File: src/design/sms_pkg.sv
// Shared types and fixed port widths of the sudoku Metropolis step block.
package sms_pkg;

  localparam int SITE_W       = 7;
  localparam int DIGIT_W      = 4;
  localparam int DRAW_W       = 16;
  localparam int LIMIT_W      = 17;
  localparam int DE_W         = 3;
  localparam int ENERGY_OUT_W = 8;
  localparam int CFG_INDEX_W  = 2;

  localparam logic [CFG_INDEX_W-1:0] REG_LIMIT_ONE   = 2'd0;
  localparam logic [CFG_INDEX_W-1:0] REG_LIMIT_TWO   = 2'd1;
  localparam logic [CFG_INDEX_W-1:0] REG_LIMIT_THREE = 2'd2;

  localparam logic [LIMIT_W-1:0] LIMIT_ONE_RESET   = 17'd2;
  localparam logic [LIMIT_W-1:0] LIMIT_TWO_RESET   = 17'd0;
  localparam logic [LIMIT_W-1:0] LIMIT_THREE_RESET = 17'd0;

  typedef enum logic [3:0] {
    S_CLEAR,
    S_IDLE,
    S_ROW,
    S_COL,
    S_BOX,
    S_READ,
    S_EVAL,
    S_WRITE,
    S_DONE
  } state_t;

endpackage

File: src/design/sms_ram.sv
// Generic single-port-write, single-port-read RAM with registered read data.
module sms_ram #(
  parameter int WIDTH = 8,
  parameter int DEPTH = 256
) (
  input  logic                     clk,
  input  logic                     we,
  input  logic [$clog2(DEPTH)-1:0] waddr,
  input  logic [WIDTH-1:0]         wdata,
  input  logic [$clog2(DEPTH)-1:0] raddr,
  output logic [WIDTH-1:0]         rdata
);

  logic [WIDTH-1:0] mem [DEPTH];

  always_ff @(posedge clk) begin
    if (we) begin
      mem[waddr] <= wdata;
    end
    rdata <= mem[raddr];
  end

endmodule

File: src/design/sms_site_map.sv
// Three-stage pipeline that turns a cell index into its row, column and box.
module sms_site_map #(
  parameter int BOX_SIDE    = 3,
  parameter int DIGIT_COUNT = 9
) (
  input  logic                           clk,
  input  logic [sms_pkg::SITE_W-1:0]     site,
  output logic [$clog2(DIGIT_COUNT)-1:0] row,
  output logic [$clog2(DIGIT_COUNT)-1:0] col,
  output logic [$clog2(DIGIT_COUNT)-1:0] box
);

  localparam int RW      = $clog2(DIGIT_COUNT);
  localparam int SW      = sms_pkg::SITE_W;
  // Division by a constant is a multiplication by a rounded-up reciprocal.
  localparam int ROW_K   = SW + $clog2(DIGIT_COUNT);
  localparam int ROW_REC = (2 ** ROW_K + DIGIT_COUNT - 1) / DIGIT_COUNT;
  localparam int ROW_PW  = SW + ROW_K + 1;
  localparam int BOX_K   = RW + $clog2(BOX_SIDE);
  localparam int BOX_REC = (2 ** BOX_K + BOX_SIDE - 1) / BOX_SIDE;
  localparam int BOX_PW  = RW + BOX_K + 1;

  logic [ROW_PW-1:0] row_prod;
  logic [SW-1:0]     site1;
  logic [RW-1:0]     row1;
  logic [SW-1:0]     row_times;
  logic [BOX_PW-1:0] rb_prod;
  logic [RW-1:0]     row2;
  logic [RW-1:0]     col2;
  logic [RW-1:0]     rb2;
  logic [BOX_PW-1:0] cb_prod;
  logic [RW:0]       box_raw;

  assign row_prod  = ROW_PW'(site) * ROW_PW'(ROW_REC);
  assign row_times = SW'(row1) * SW'(DIGIT_COUNT);
  assign rb_prod   = BOX_PW'(row1) * BOX_PW'(BOX_REC);
  assign cb_prod   = BOX_PW'(col2) * BOX_PW'(BOX_REC);
  assign box_raw   = (RW+1)'(rb2) * (RW+1)'(BOX_SIDE) + (RW+1)'(cb_prod >> BOX_K);

  always_ff @(posedge clk) begin
    site1 <= site;
    row1  <= RW'(row_prod >> ROW_K);
    row2  <= row1;
    col2  <= RW'(site1 - row_times);
    rb2   <= RW'(rb_prod >> BOX_K);
    row   <= row2;
    col   <= col2;
    if (box_raw >= (RW+1)'(DIGIT_COUNT)) begin
      box <= RW'(box_raw - (RW+1)'(DIGIT_COUNT));
    end else begin
      box <= RW'(box_raw);
    end
  end

endmodule

File: src/design/sudoku_metropolis_step.sv
// Top level: sequencer for one Metropolis step on a sudoku grid held in RAM.
//
// An item is taken when start is high and busy is low. Its payload is the
// action (propose or force), the cell index, the proposed digit and a
// 16-bit random draw. Exactly one result word follows per item: done is
// high for one cycle and accepted, energy_change, old_digit and
// total_energy are valid in that cycle. The receiver cannot stall; the
// word is simply gone after that cycle.
// An item whose site or digit is out of range, or which proposes the digit
// already held, goes from the row and column states straight to the done
// state, with busy high throughout and done high in the last. Otherwise the
// six count words are read one per cycle through the single read port of
// the count RAM and, when accepted, written back one per cycle through its
// single write port. A new item may be started in the cycle after done.
// After reset the block sweeps both RAMs to their initial contents, one
// word per cycle, over all 2**(clog2(3*DIGIT_COUNT)+clog2(DIGIT_COUNT)) count
// RAM addresses (512 at the default size), with busy high. The limit registers may be
// written through the cfg channel at any time; cfg_ready is always high.
module sudoku_metropolis_step #(
  parameter int BOX_SIDE    = 3,
  parameter int DIGIT_COUNT = 9
) (
  input  logic                            clk,
  input  logic                            rst,
  input  logic                            start,
  output logic                            busy,
  input  logic                            action,
  input  logic [sms_pkg::SITE_W-1:0]      site_index,
  input  logic [sms_pkg::DIGIT_W-1:0]     new_digit,
  input  logic [sms_pkg::DRAW_W-1:0]      random_draw,
  output logic                            done,
  output logic                            accepted,
  output logic signed [sms_pkg::DE_W-1:0] energy_change,
  output logic [sms_pkg::DIGIT_W-1:0]     old_digit,
  output logic [sms_pkg::ENERGY_OUT_W-1:0] total_energy,
  input  logic                            cfg_valid,
  output logic                            cfg_ready,
  input  logic [sms_pkg::CFG_INDEX_W-1:0] cfg_index,
  input  logic [sms_pkg::LIMIT_W-1:0]     cfg_data
);

  localparam int DW         = $clog2(DIGIT_COUNT);
  localparam int CLS_W      = $clog2(3 * DIGIT_COUNT);
  localparam int CNT_AW     = CLS_W + DW;
  localparam int CNT_DEPTH  = 2 ** CNT_AW;
  localparam int CNT_W      = $clog2(DIGIT_COUNT + 1);
  localparam int CELL_AW    = $clog2(DIGIT_COUNT * DIGIT_COUNT);
  localparam int CELL_DEPTH = 2 ** CELL_AW;
  localparam int CELL_COUNT = DIGIT_COUNT * DIGIT_COUNT;
  localparam int ENERGY_MAX = 3 * DIGIT_COUNT * (DIGIT_COUNT - 1);
  localparam int ENERGY_W   = $clog2(ENERGY_MAX + 1);
  localparam int DE_W       = sms_pkg::DE_W;

  sms_pkg::state_t state, state_next;

  logic [sms_pkg::LIMIT_W-1:0] limit_one, limit_two, limit_three;
  logic [CNT_AW-1:0]           clr_addr;
  logic [2:0]                  step;

  logic                        action_q;
  logic [sms_pkg::SITE_W-1:0]  site_q;
  logic [sms_pkg::DIGIT_W-1:0] nd_q;
  logic [sms_pkg::DRAW_W-1:0]  draw_q;
  logic [DW-1:0]               od_q;
  logic                        acc_q;
  logic signed [DE_W-1:0]      de_q;
  logic [ENERGY_W-1:0]         energy_q;
  logic [CNT_W-1:0]            cnt_od [3];
  logic [CNT_W-1:0]            cnt_nd [3];

  logic [DW-1:0]    row, col, box;
  logic [CLS_W-1:0] cls [3];
  logic             site_ok, site_ok_q, item_valid;

  logic              cell_we;
  logic [CELL_AW-1:0] cell_waddr, cell_raddr;
  logic [DW-1:0]     cell_wdata, cell_rdata;
  logic              cnt_we;
  logic [CNT_AW-1:0] cnt_waddr, cnt_raddr;
  logic [CNT_W-1:0]  cnt_wdata, cnt_rdata;

  logic [2:0]             cap_idx;
  logic [1:0]             rd_cls, wr_cls, cap_cls;
  logic signed [DE_W-1:0] de_sum;
  logic                   uphill_ok, acc_now;
  logic signed [ENERGY_W+1:0] energy_sum;
  logic [DW-1:0]          nd_dw;
  logic [CNT_W-1:0]       od_dec, nd_inc;

  sms_site_map #(
    .BOX_SIDE    (BOX_SIDE),
    .DIGIT_COUNT (DIGIT_COUNT)
  ) u_site_map (
    .clk  (clk),
    .site (site_q),
    .row  (row),
    .col  (col),
    .box  (box)
  );

  sms_ram #(.WIDTH(DW), .DEPTH(CELL_DEPTH)) u_cell_ram (
    .clk   (clk),
    .we    (cell_we),
    .waddr (cell_waddr),
    .wdata (cell_wdata),
    .raddr (cell_raddr),
    .rdata (cell_rdata)
  );

  sms_ram #(.WIDTH(CNT_W), .DEPTH(CNT_DEPTH)) u_count_ram (
    .clk   (clk),
    .we    (cnt_we),
    .waddr (cnt_waddr),
    .wdata (cnt_wdata),
    .raddr (cnt_raddr),
    .rdata (cnt_rdata)
  );

  assign cls[0] = CLS_W'(row);
  assign cls[1] = CLS_W'(DIGIT_COUNT) + CLS_W'(col);
  assign cls[2] = CLS_W'(2 * DIGIT_COUNT) + CLS_W'(box);

  assign nd_dw   = DW'(nd_q);
  assign site_ok = 32'(site_index) < 32'(CELL_COUNT);
  assign item_valid = site_ok_q && (32'(nd_q) < 32'(DIGIT_COUNT))
                      && (32'(od_q) < 32'(DIGIT_COUNT)) && (32'(nd_q) != 32'(od_q));

  assign rd_cls  = step[2:1];
  assign wr_cls  = step[2:1];
  assign cap_idx = step - 3'd1;
  assign cap_cls = cap_idx[2:1];

  always_comb begin
    de_sum = '0;
    for (int i = 0; i < 3; i++) begin
      if (cnt_od[i] == CNT_W'(1)) begin
        de_sum = de_sum + DE_W'(1);
      end
      if (cnt_nd[i] == '0) begin
        de_sum = de_sum - DE_W'(1);
      end
    end
  end

  always_comb begin
    case (de_sum)
      DE_W'(1): uphill_ok = 17'(draw_q) <= limit_one;
      DE_W'(2): uphill_ok = 17'(draw_q) <= limit_two;
      default:  uphill_ok = 17'(draw_q) <= limit_three;
    endcase
  end

  assign acc_now    = action_q || (de_sum <= DE_W'(0)) || uphill_ok;
  assign energy_sum = (ENERGY_W+2)'(energy_q) + (ENERGY_W+2)'(de_sum);

  // Saturating updates of the count selected for the current write.
  assign od_dec = (cnt_od[wr_cls] == '0) ? '0 : cnt_od[wr_cls] - CNT_W'(1);
  assign nd_inc = (cnt_nd[wr_cls] == CNT_W'(DIGIT_COUNT)) ? cnt_nd[wr_cls]
                  : cnt_nd[wr_cls] + CNT_W'(1);

  always_comb begin
    state_next = state;
    case (state)
      sms_pkg::S_CLEAR: begin
        if (clr_addr == '1) state_next = sms_pkg::S_IDLE;
      end
      sms_pkg::S_IDLE: begin
        if (start) state_next = sms_pkg::S_ROW;
      end
      sms_pkg::S_ROW: state_next = sms_pkg::S_COL;
      sms_pkg::S_COL: state_next = item_valid ? sms_pkg::S_BOX : sms_pkg::S_DONE;
      sms_pkg::S_BOX: state_next = sms_pkg::S_READ;
      sms_pkg::S_READ: begin
        if (step == 3'd6) state_next = sms_pkg::S_EVAL;
      end
      sms_pkg::S_EVAL: state_next = acc_now ? sms_pkg::S_WRITE : sms_pkg::S_DONE;
      sms_pkg::S_WRITE: begin
        if (step == 3'd5) state_next = sms_pkg::S_DONE;
      end
      sms_pkg::S_DONE: state_next = sms_pkg::S_IDLE;
      default: state_next = sms_pkg::S_CLEAR;
    endcase
  end

  always_comb begin
    busy       = (state != sms_pkg::S_IDLE);
    done       = (state == sms_pkg::S_DONE);
    cfg_ready  = 1'b1;
    cell_we    = 1'b0;
    cell_waddr = CELL_AW'(site_q);
    cell_wdata = nd_dw;
    cell_raddr = CELL_AW'(site_index);
    cnt_we     = 1'b0;
    cnt_waddr  = {cls[wr_cls], step[0] ? nd_dw : od_q};
    cnt_wdata  = step[0] ? nd_inc : od_dec;
    cnt_raddr  = {cls[rd_cls], step[0] ? nd_dw : od_q};
    case (state)
      sms_pkg::S_CLEAR: begin
        // Digit zero starts full in every class; the grid starts all zero.
        cnt_we     = 1'b1;
        cnt_waddr  = clr_addr;
        cnt_wdata  = (clr_addr[DW-1:0] == '0) ? CNT_W'(DIGIT_COUNT) : '0;
        cell_we    = (clr_addr[CNT_AW-1:CELL_AW] == '0);
        cell_waddr = clr_addr[CELL_AW-1:0];
        cell_wdata = '0;
      end
      sms_pkg::S_WRITE: begin
        cnt_we  = 1'b1;
        cell_we = (step == 3'd0);
      end
      default: begin
        cnt_we  = 1'b0;
        cell_we = 1'b0;
      end
    endcase
  end

  always_ff @(posedge clk) begin
    if (rst) begin
      state       <= sms_pkg::S_CLEAR;
      clr_addr    <= '0;
      step        <= '0;
      limit_one   <= sms_pkg::LIMIT_ONE_RESET;
      limit_two   <= sms_pkg::LIMIT_TWO_RESET;
      limit_three <= sms_pkg::LIMIT_THREE_RESET;
      energy_q    <= ENERGY_W'(ENERGY_MAX);
    end else begin
      state <= state_next;
      if (cfg_valid && cfg_ready) begin
        case (cfg_index)
          sms_pkg::REG_LIMIT_ONE:   limit_one   <= cfg_data;
          sms_pkg::REG_LIMIT_TWO:   limit_two   <= cfg_data;
          sms_pkg::REG_LIMIT_THREE: limit_three <= cfg_data;
          default: ;
        endcase
      end
      if (state == sms_pkg::S_CLEAR) begin
        clr_addr <= clr_addr + CNT_AW'(1);
      end
      if ((state == sms_pkg::S_READ || state == sms_pkg::S_WRITE) && state_next == state) begin
        step <= step + 3'd1;
      end else begin
        step <= '0;
      end
      if (state == sms_pkg::S_EVAL && acc_now) begin
        energy_q <= energy_sum[ENERGY_W+1] ? '0 : ENERGY_W'(energy_sum);
      end
    end
  end

  always_ff @(posedge clk) begin
    if (state == sms_pkg::S_IDLE && start) begin
      action_q  <= action;
      site_q    <= site_index;
      nd_q      <= new_digit;
      draw_q    <= random_draw;
      site_ok_q <= site_ok;
      acc_q     <= 1'b0;
      de_q      <= '0;
    end
    if (state == sms_pkg::S_ROW) begin
      od_q <= site_ok_q ? cell_rdata : '0;
    end
    if (state == sms_pkg::S_READ && step != 3'd0) begin
      if (cap_idx[0]) begin
        cnt_nd[cap_cls] <= cnt_rdata;
      end else begin
        cnt_od[cap_cls] <= cnt_rdata;
      end
    end
    if (state == sms_pkg::S_EVAL) begin
      de_q  <= de_sum;
      acc_q <= acc_now;
    end
  end

  assign accepted      = acc_q;
  assign energy_change = de_q;
  assign old_digit     = sms_pkg::DIGIT_W'(od_q);
  assign total_energy  = sms_pkg::ENERGY_OUT_W'(energy_q);

endmodule
File: config.mk
export PLATFORM = sky130hd
export DESIGN_NAME = sudoku_metropolis_step
export DESIGN_NICKNAME = d
export VERILOG_FILES = /design/src/design/sms_pkg.sv /design/src/design/sms_ram.sv /design/src/design/sms_site_map.sv /design/src/design/sudoku_metropolis_step.sv
export SDC_FILE = /design/constraint.sdc
export NUM_CORES = 2
export LEC_CHECK = 0
export BUFFER_PORTS_ARGS = -buffer_cell sky130_fd_sc_hd__buf_4
export CAP_MARGIN = 40
export CORE_MARGIN = 10
export CORE_UTILIZATION = 30
export CTS_BUF_LIST = sky130_fd_sc_hd__clkbuf_8 sky130_fd_sc_hd__clkbuf_16
export CTS_CLUSTER_DIAMETER = 30
export DETAILED_ROUTE_END_ITERATION = 10
export MAX_ROUTING_LAYER = met4
export RECOVER_POWER = 100
export SLEW_MARGIN = 20
export SYNTH_ARGS = -nofsm -noshare
export SYNTH_HDL_FRONTEND = slang
export SYNTH_SLANG_ARGS = --single-unit
File: constraint.sdc
create_clock -name clk -period 23.1 [get_ports clk]
set_input_delay 2.31 -clock clk [delete_from_list [all_inputs] [get_ports clk]]
set_output_delay 2.31 -clock clk [all_outputs]
set_load 0.05 [all_outputs]
== After elaboration in Yosys (flattened, before gate mapping) ==
Memory sizes are Yosys's and may differ from the RTL's. A register that Yosys moved wholly into a read port is not among the register bits.
Index checks and enable logic that the tools add are counted.
Operators by class
  add/subtract/negate cells: 16
  $mul: 5
  $lt $le $gt $ge: 9
  equality and inequality tests: 22
  multiplexer cells: 46
  bitwise operators: 2
  reduce and logical (&&, ||, !) cells: 26
Operators with widths (number)
  2-to-1 mux 4 bit: 14
  less-or-equal comparator 16 x 17 -> 1 bit: 3
  one-hot mux 4 bit (9 select lines): 1
  logical NOT 4 bit: 6
  2-to-1 mux 3 bit: 7
  == test 4 x 1 -> 1 bit, second input constant: 4
  == test 4 x 3 -> 1 bit, second input constant: 4
  multiplier 4 x 4 -> 8 bit, second input constant: 2
  2-to-1 mux 1 bit: 14
  multiplier 7 x 6 -> 13 bit, second input constant: 1
  adder 9 x 3 -> 10 bit: 1
  binary-select mux 5 bit (select 2 bit): 1
  2-to-1 mux 5 bit: 2
  adder 9 x 1 -> 9 bit, second input constant: 1
  == test 9 bit, second input constant: 1
  2-to-1 mux 9 bit: 1
  subtractor 3 x 2 -> 3 bit, second input constant: 3
  == test 4 x 2 -> 1 bit, second input constant: 2
  == test 4 bit, second input constant: 2
  less-than comparator 4 bit, second input constant: 2
  2-to-1 mux 8 bit: 1
  logical AND 1 bit: 7
  less-than comparator 7 bit, second input constant: 1
  2-to-1 mux 7 bit: 1
  other kinds (34): 44
Storage, ports and cells
  register bits: 143
  memory bits (writable): 2584
  input bits: 51
  output and inout port bits: 19
  word-level logic and storage cells: 153
  memories kept: 4
Memory list
  u_count_ram.mem: depth 512, width 4, rd ports 1, clocked after Yosys merged registers in 1, write ports 1, RTL line sms_ram.sv:14  | logic [WIDTH-1:0] mem [DEPTH];
  u_cell_ram.mem: depth 128, width 4, rd ports 1, clocked after Yosys merged registers in 1, write ports 1, RTL line sms_ram.sv:14
  cnt_nd: depth 3, width 4, rd ports 4, clocked after Yosys merged registers in 1, write ports 1, RTL line sudoku_metropolis_step.sv:69  | logic [CNT_W-1:0] cnt_nd [3];
  cnt_od: depth 3, width 4, rd ports 4, clocked after Yosys merged registers in 1, write ports 1, RTL line sudoku_metropolis_step.sv:68  | logic [CNT_W-1:0] cnt_od [3];

== Logic depth before layout (Yosys ltp) ==
An unclocked memory read counts as a cell.
  word-level depth: 23
  mapped depth: 22
  mapped depth without buffers: 21

== Hierarchy ==
A second synthesis with hierarchy kept.
Unflattened totals
  cells, all modules: 6389
  area, all modules: 112077.5 sq um
By module, submodules not included
  sms_ram (u_count_ram): instances 1, cells each 4403, area each 81604.5 sq um, sequential area each 61579.1 sq um
  sms_ram (u_cell_ram): instances 1, cells each 908, area each 20193.1 sq um, sequential area each 15454.8 sq um
  sudoku_metropolis_step: instances 1, cells each 896, area each 8246.7 sq um, sequential area each 3573.4 sq um
  sms_site_map: instances 1, cells each 182, area each 2033.2 sq um, sequential area each 620.6 sq um

== Worst setup path before layout ==
OpenSTA, ideal clock, no wires.
  kind: register to register
  start: register, netlist name step[1]
  end: memory u_count_ram.mem[0][0] (netlist name) (data pin)
  library setup time: 2.576 ns
  arrival: 13.819 ns
  data required time: 20.524 ns
  path slack: 6.705 ns
  stages on the path, launching flop included: 9
  buffers on the path: 2
  clock period less this slack: 16.395 ns
  cell sequence: dfxtp_1 clkbuf_1 buf_2 mux4_2 ha_1 nand3b_1 xor2_1 a21oi_1 nor2_1
RTL lines (RTL line)
  to (decl): sms_ram.sv:14

==> out/results.txt <==
The path with the worst hold slack has its endpoint at u_site_map.row[2]$_DFF_P_. The logs give 0.1119 sq mm for the summed instance area of the synthesized netlist and 0.7833 for the placer congestion estimate. For the final database, setup skew stands at 0.07668 ns. The CTS buffer count is 460. Entering global routing, the biggest net connects 244 pins.

Yosys mapped the design onto 94 distinct sky130hd cell types. The filler cell count in the final layout is 34300. Setup repair after global routing left no endpoint under its margin. For the worst setup path, the data arrival time is 13.14 ns. For the count of pins over their slew limit, the log shows 2862. After routing the design area is 0.1345 sq mm. The worst path in the final design needs a cycle of 12.80 ns, including I/O delays and setup.

For this run the aggregate overflow at the end of global routing stands at 0. The floorplan step defined a die boundary enclosing 0.3977 sq mm. The tool flagged a number of max-cap violations equal to 53. The logs give 7 for the number of antenna violations at the first check in global routing and 0 for the number of endpoints failing setup at the final stage. The count of nets left with antenna violations once routing finished came out at 0. The logs give 0.00007622 V for the maximum VDD drop and 60440 for the total via count in the routed design.

The chip height came out at 630.6 um. Dividing the detail-routed wire length by the instance count gives 22.90 um. The via-per-instance ratio came out at 5.005.

The top-level port count was 70; the layout-stage area growth over the synthesis result was 20.21%. The flow ran to the end, but the final reports show violations. Registers take 0.08123 sq mm. Walking the worst path, the cells encountered are clkbuf_1, mux4_2, inv_1, ha_1, nor2_1, a21oi_1, nor2_4, clkbuf_1, clkbuf_1, clkbuf_1. During synthesis, Yosys emitted a total of 0 warnings. The endpoint identified for the worst register-to-register timing path is u_count_ram.mem[176][1]$_DFFE_PP_. Counting cells, the worst reg-to-reg path comes to 10.

Required time of the critical path: 23.45 ns. The ratio of cells with drive above 1 in the final layout was 23.62%; the power per standard cell area was 94.38 mW/mm^2. The worst min-delay path startpoint was u_site_map.row2[2]$_DFF_P_.

TritonCTS built the clock tree. The number of hold buffers added after CTS was 0. From left edge to right edge, the die measures 630.6 um. The first global-routing pass estimated 415800 um of wire. The worst hold path was traced through 0 stages. The multi-input combinational cells in the finished layout cover a total of 0.02864 sq mm.

The critical path in this run is classified as reg -> reg. Fmax: 78.14 MHz. The checks that failed: capacitance limit, slew limit.

Delay contributed by the slowest stage of the critical path: 6.22 ns. Total power for the finished layout comes to 12.69 mW. The number of cells upsized or downsized after cts was 0. The startpoint identified for the worst register-to-register timing path is step[1]$_SDFF_PP0_. The largest fanout on the critical path works out to 187. The synthesized design contains 2743 register bits. For flop-to-flop paths, the worst setup slack is 10.30 ns. Static leakage: 43.05 nW. The tree built by TritonCTS fans out to 2743 sinks.

After clock tree synthesis, the clock-pin slew on the worst setup and hold paths is 0.05 ns. For the DRC violations left, the log shows 0. After the first detailed-routing iteration, the DRC count stood at 6068. The run gives 276600 um as the wire length after detailed routing. The H-tree was split into 5 levels.

The launch point of the worst path is step[1]$_SDFF_PP0_. In this run the tool buffered the top-level ports with 68 buffer cells. At the end of the flow, the number of nets in the layout was 6890. For the final-layout setup total negative slack, the log shows 0 ns.

The cell count after synthesis came out at 6382. The wire-length estimate of the detail-placed layout is 162900 um. After clock tree synthesis, the setup repair step added 0 buffers. The root buffer cell chosen for the clock tree is sky130_fd_sc_hd__clkbuf_16.

For this run, asynchronously set or reset flops after synthesis account for 0%. The register area share after synthesis is 72.62%. STA classifies the critical path endpoint as a register. Yosys mapped a number of flops with a built-in enable equal to 2629. The number of failing hold endpoints at the final stage was 0; the worst-skew pair later-pin latency was 0.93 ns. STA classifies the critical path startpoint as a register.

The first detailed-routing pass ran for 7 iterations. Dividing the final minimum period by the clock period gives 55.40%. Global routing used 13.83% of the available tracks. The run gives 62830 as the number of global-route vias before repair. In this run the cell area measured after placement is 0.1188 sq mm. The cell that appears most often on the critical path is sky130_fd_sc_hd__clkbuf_1. The dominant synthesized flop cell is sky130_fd_sc_hd__edfxtp_1. For this configuration, the core starts out at a cell density of 30.08%. The core region is 0.3719 sq mm. No sink is reached through more buffers than the 4 on the longest clock path. Averaged over all synthesized cells, the footprint is 17.53 sq um. The synthesized net count came out at 6572. The leading cell type in the layout, fill and taps excluded is sky130_fd_sc_hd__edfxtp_1. At the pin with the least slew margin, the transition time is 9.040 ns.

Leaving out fill and tap cells, the most frequent cells in the layout are 2629 x sky130_fd_sc_hd__edfxtp_1, 748 x sky130_fd_sc_hd__nand2_1, 707 x sky130_fd_sc_hd__nor2_1. Number of placement rows: 224. The min-delay analysis places its worst path in the category reg -> reg. Headroom to the max-slew limit came out at -502.7%. Highest-delay cell along the critical path: sky130_fd_sc_hd__clkbuf_1.
==> critical path: cells and delay by family (launching register included) <==
| family | cells | cell delay, ns |
|---|---|---|
| AND/OR/NAND/NOR | 2 | 0.22 |
| buffers and inverters | 5 | 10.30 |
| adder cells (fa/ha/maj) | 1 | 0.23 |
| multiplexers | 1 | 0.64 |
| AO/OA/AOI/OAI | 1 | 0.08 |
| flip-flops | 1 | 0.52 |
==> through the flow <==
| step | worst slack (ns) | hold WS [ns] | std cells | util (%) |
|---|---|---|---|---|
| global placement | 16.68 | 0.3154 | 11130 | 31.68 |
| detailed placement | 17.18 | 0.3136 | 11190 | 31.94 |
| floorplan | 6.705 | 0.3096 | 6382 | - |
| finish | 10.30 | 0.3115 | 12080 | 36.15 |
| global route | 9.029 | 0.3160 | 12080 | 36.15 |
| CTS | 17.17 | 0.3135 | 12050 | 36.27 |
==> synth_stat cells, drive strengths merged (7+ instances only) <==
library cell	number	share of area, %
or3	9	0.055
edfxtp	2629	71
xor2	16	0.13
inv	95	0.32
nor2	713	2.4
o21a	8	0.054
and3	100	0.56
o221ai	13	0.10
a211oi	10	0.076
buf	161	0.88
nor4	25	0.16
nand2b	11	0.062
nand4	7	0.039
nor3	56	0.28
a21oi	114	0.51
mux2i	48	0.44
a32oi	16	0.13
nor2b	11	0.062
clkbuf	225	0.76
o21ai	49	0.23
and2	19	0.11
nand3	95	0.43
fa	14	0.25
xnor2	32	0.26
a21o	15	0.10
a221o	7	0.063
o31ai	17	0.12
a31oi	31	0.17
nand2	764	2.6
nand3b	8	0.054
dfxtp	114	2.0
ha	125	1.4
a311oi	90	0.71
mux4	664	13
o22ai	11	0.062
==> kinds of logic after synthesis <==
group,after synthesis,synth area share [%]
DFF,2743,72.62
xor gates and xnor gates,48,0.3893
other,1,0.003352
AOI/OAI and AO/OA,409,2.548
muxes,717,13.86
and+or+nand+nor,1841,6.955
adders and majority gates,139,1.649
buffers and inverters,484,1.974
==> layout make-up <==
| cell class | instances | area share, % |
|---|---|---|
| multi-input cells | 3155 | 21.30 |
| repair buffers | 242 | 1.410 |
| diodes | 4 | 0.007444 |
| well taps | 4972 | 4.627 |
| clock inverters | 398 | 3.311 |
| flip-flops and latches | 2743 | 60.41 |
| clock buffers | 465 | 8.654 |
| inverters | 98 | 0.2801 |
==> where the power goes <==
group	total, mW	internal, mW	switching [mW]	leakage, nW
registers	5.50	5.50	0.00532	24.5
clock network	6.93	4.38	2.55	7.84
logic	0.252	0.0580	0.194	10.7
total	12.7	9.94	2.75	43.0
==> worst max-delay path by stage <==
stage / endpoint / cells past startpoint
global placement: u_count_ram.rdata[2]$_DFF_P_ / 12
detailed placement: u_count_ram.rdata[2]$_DFF_P_ / 14
CTS: u_count_ram.rdata[2]$_DFF_P_ / 14
floorplan: u_count_ram.mem[0][0]$_DFFE_PP_ / 8
global route: u_count_ram.mem[342][1]$_DFFE_PP_ / 10
finish: u_count_ram.mem[176][1]$_DFFE_PP_ / 10
==> sequential cells by signal, summed over array words and instances (netlist names), 7 cells and up <==
name	flops
clr_addr	9
limit_three	17
u_count_ram.mem	2048
draw_q	16
site_q	7
total_energy	8
u_cell_ram.mem	512
limit_one	17
cnt_od	16
cnt_nd	16
limit_two	17
==> routing by layer <==
layer  up-vias  wire length [um]  GRT usage (%)
met4         0              7077          3.996
met5         -                 0              -
met3       485             21880          2.842
li1      25900                 -              -
met2      2469            132200          21.79
met1     31590            115500          18.19
(Power assumes the default switching activity.)
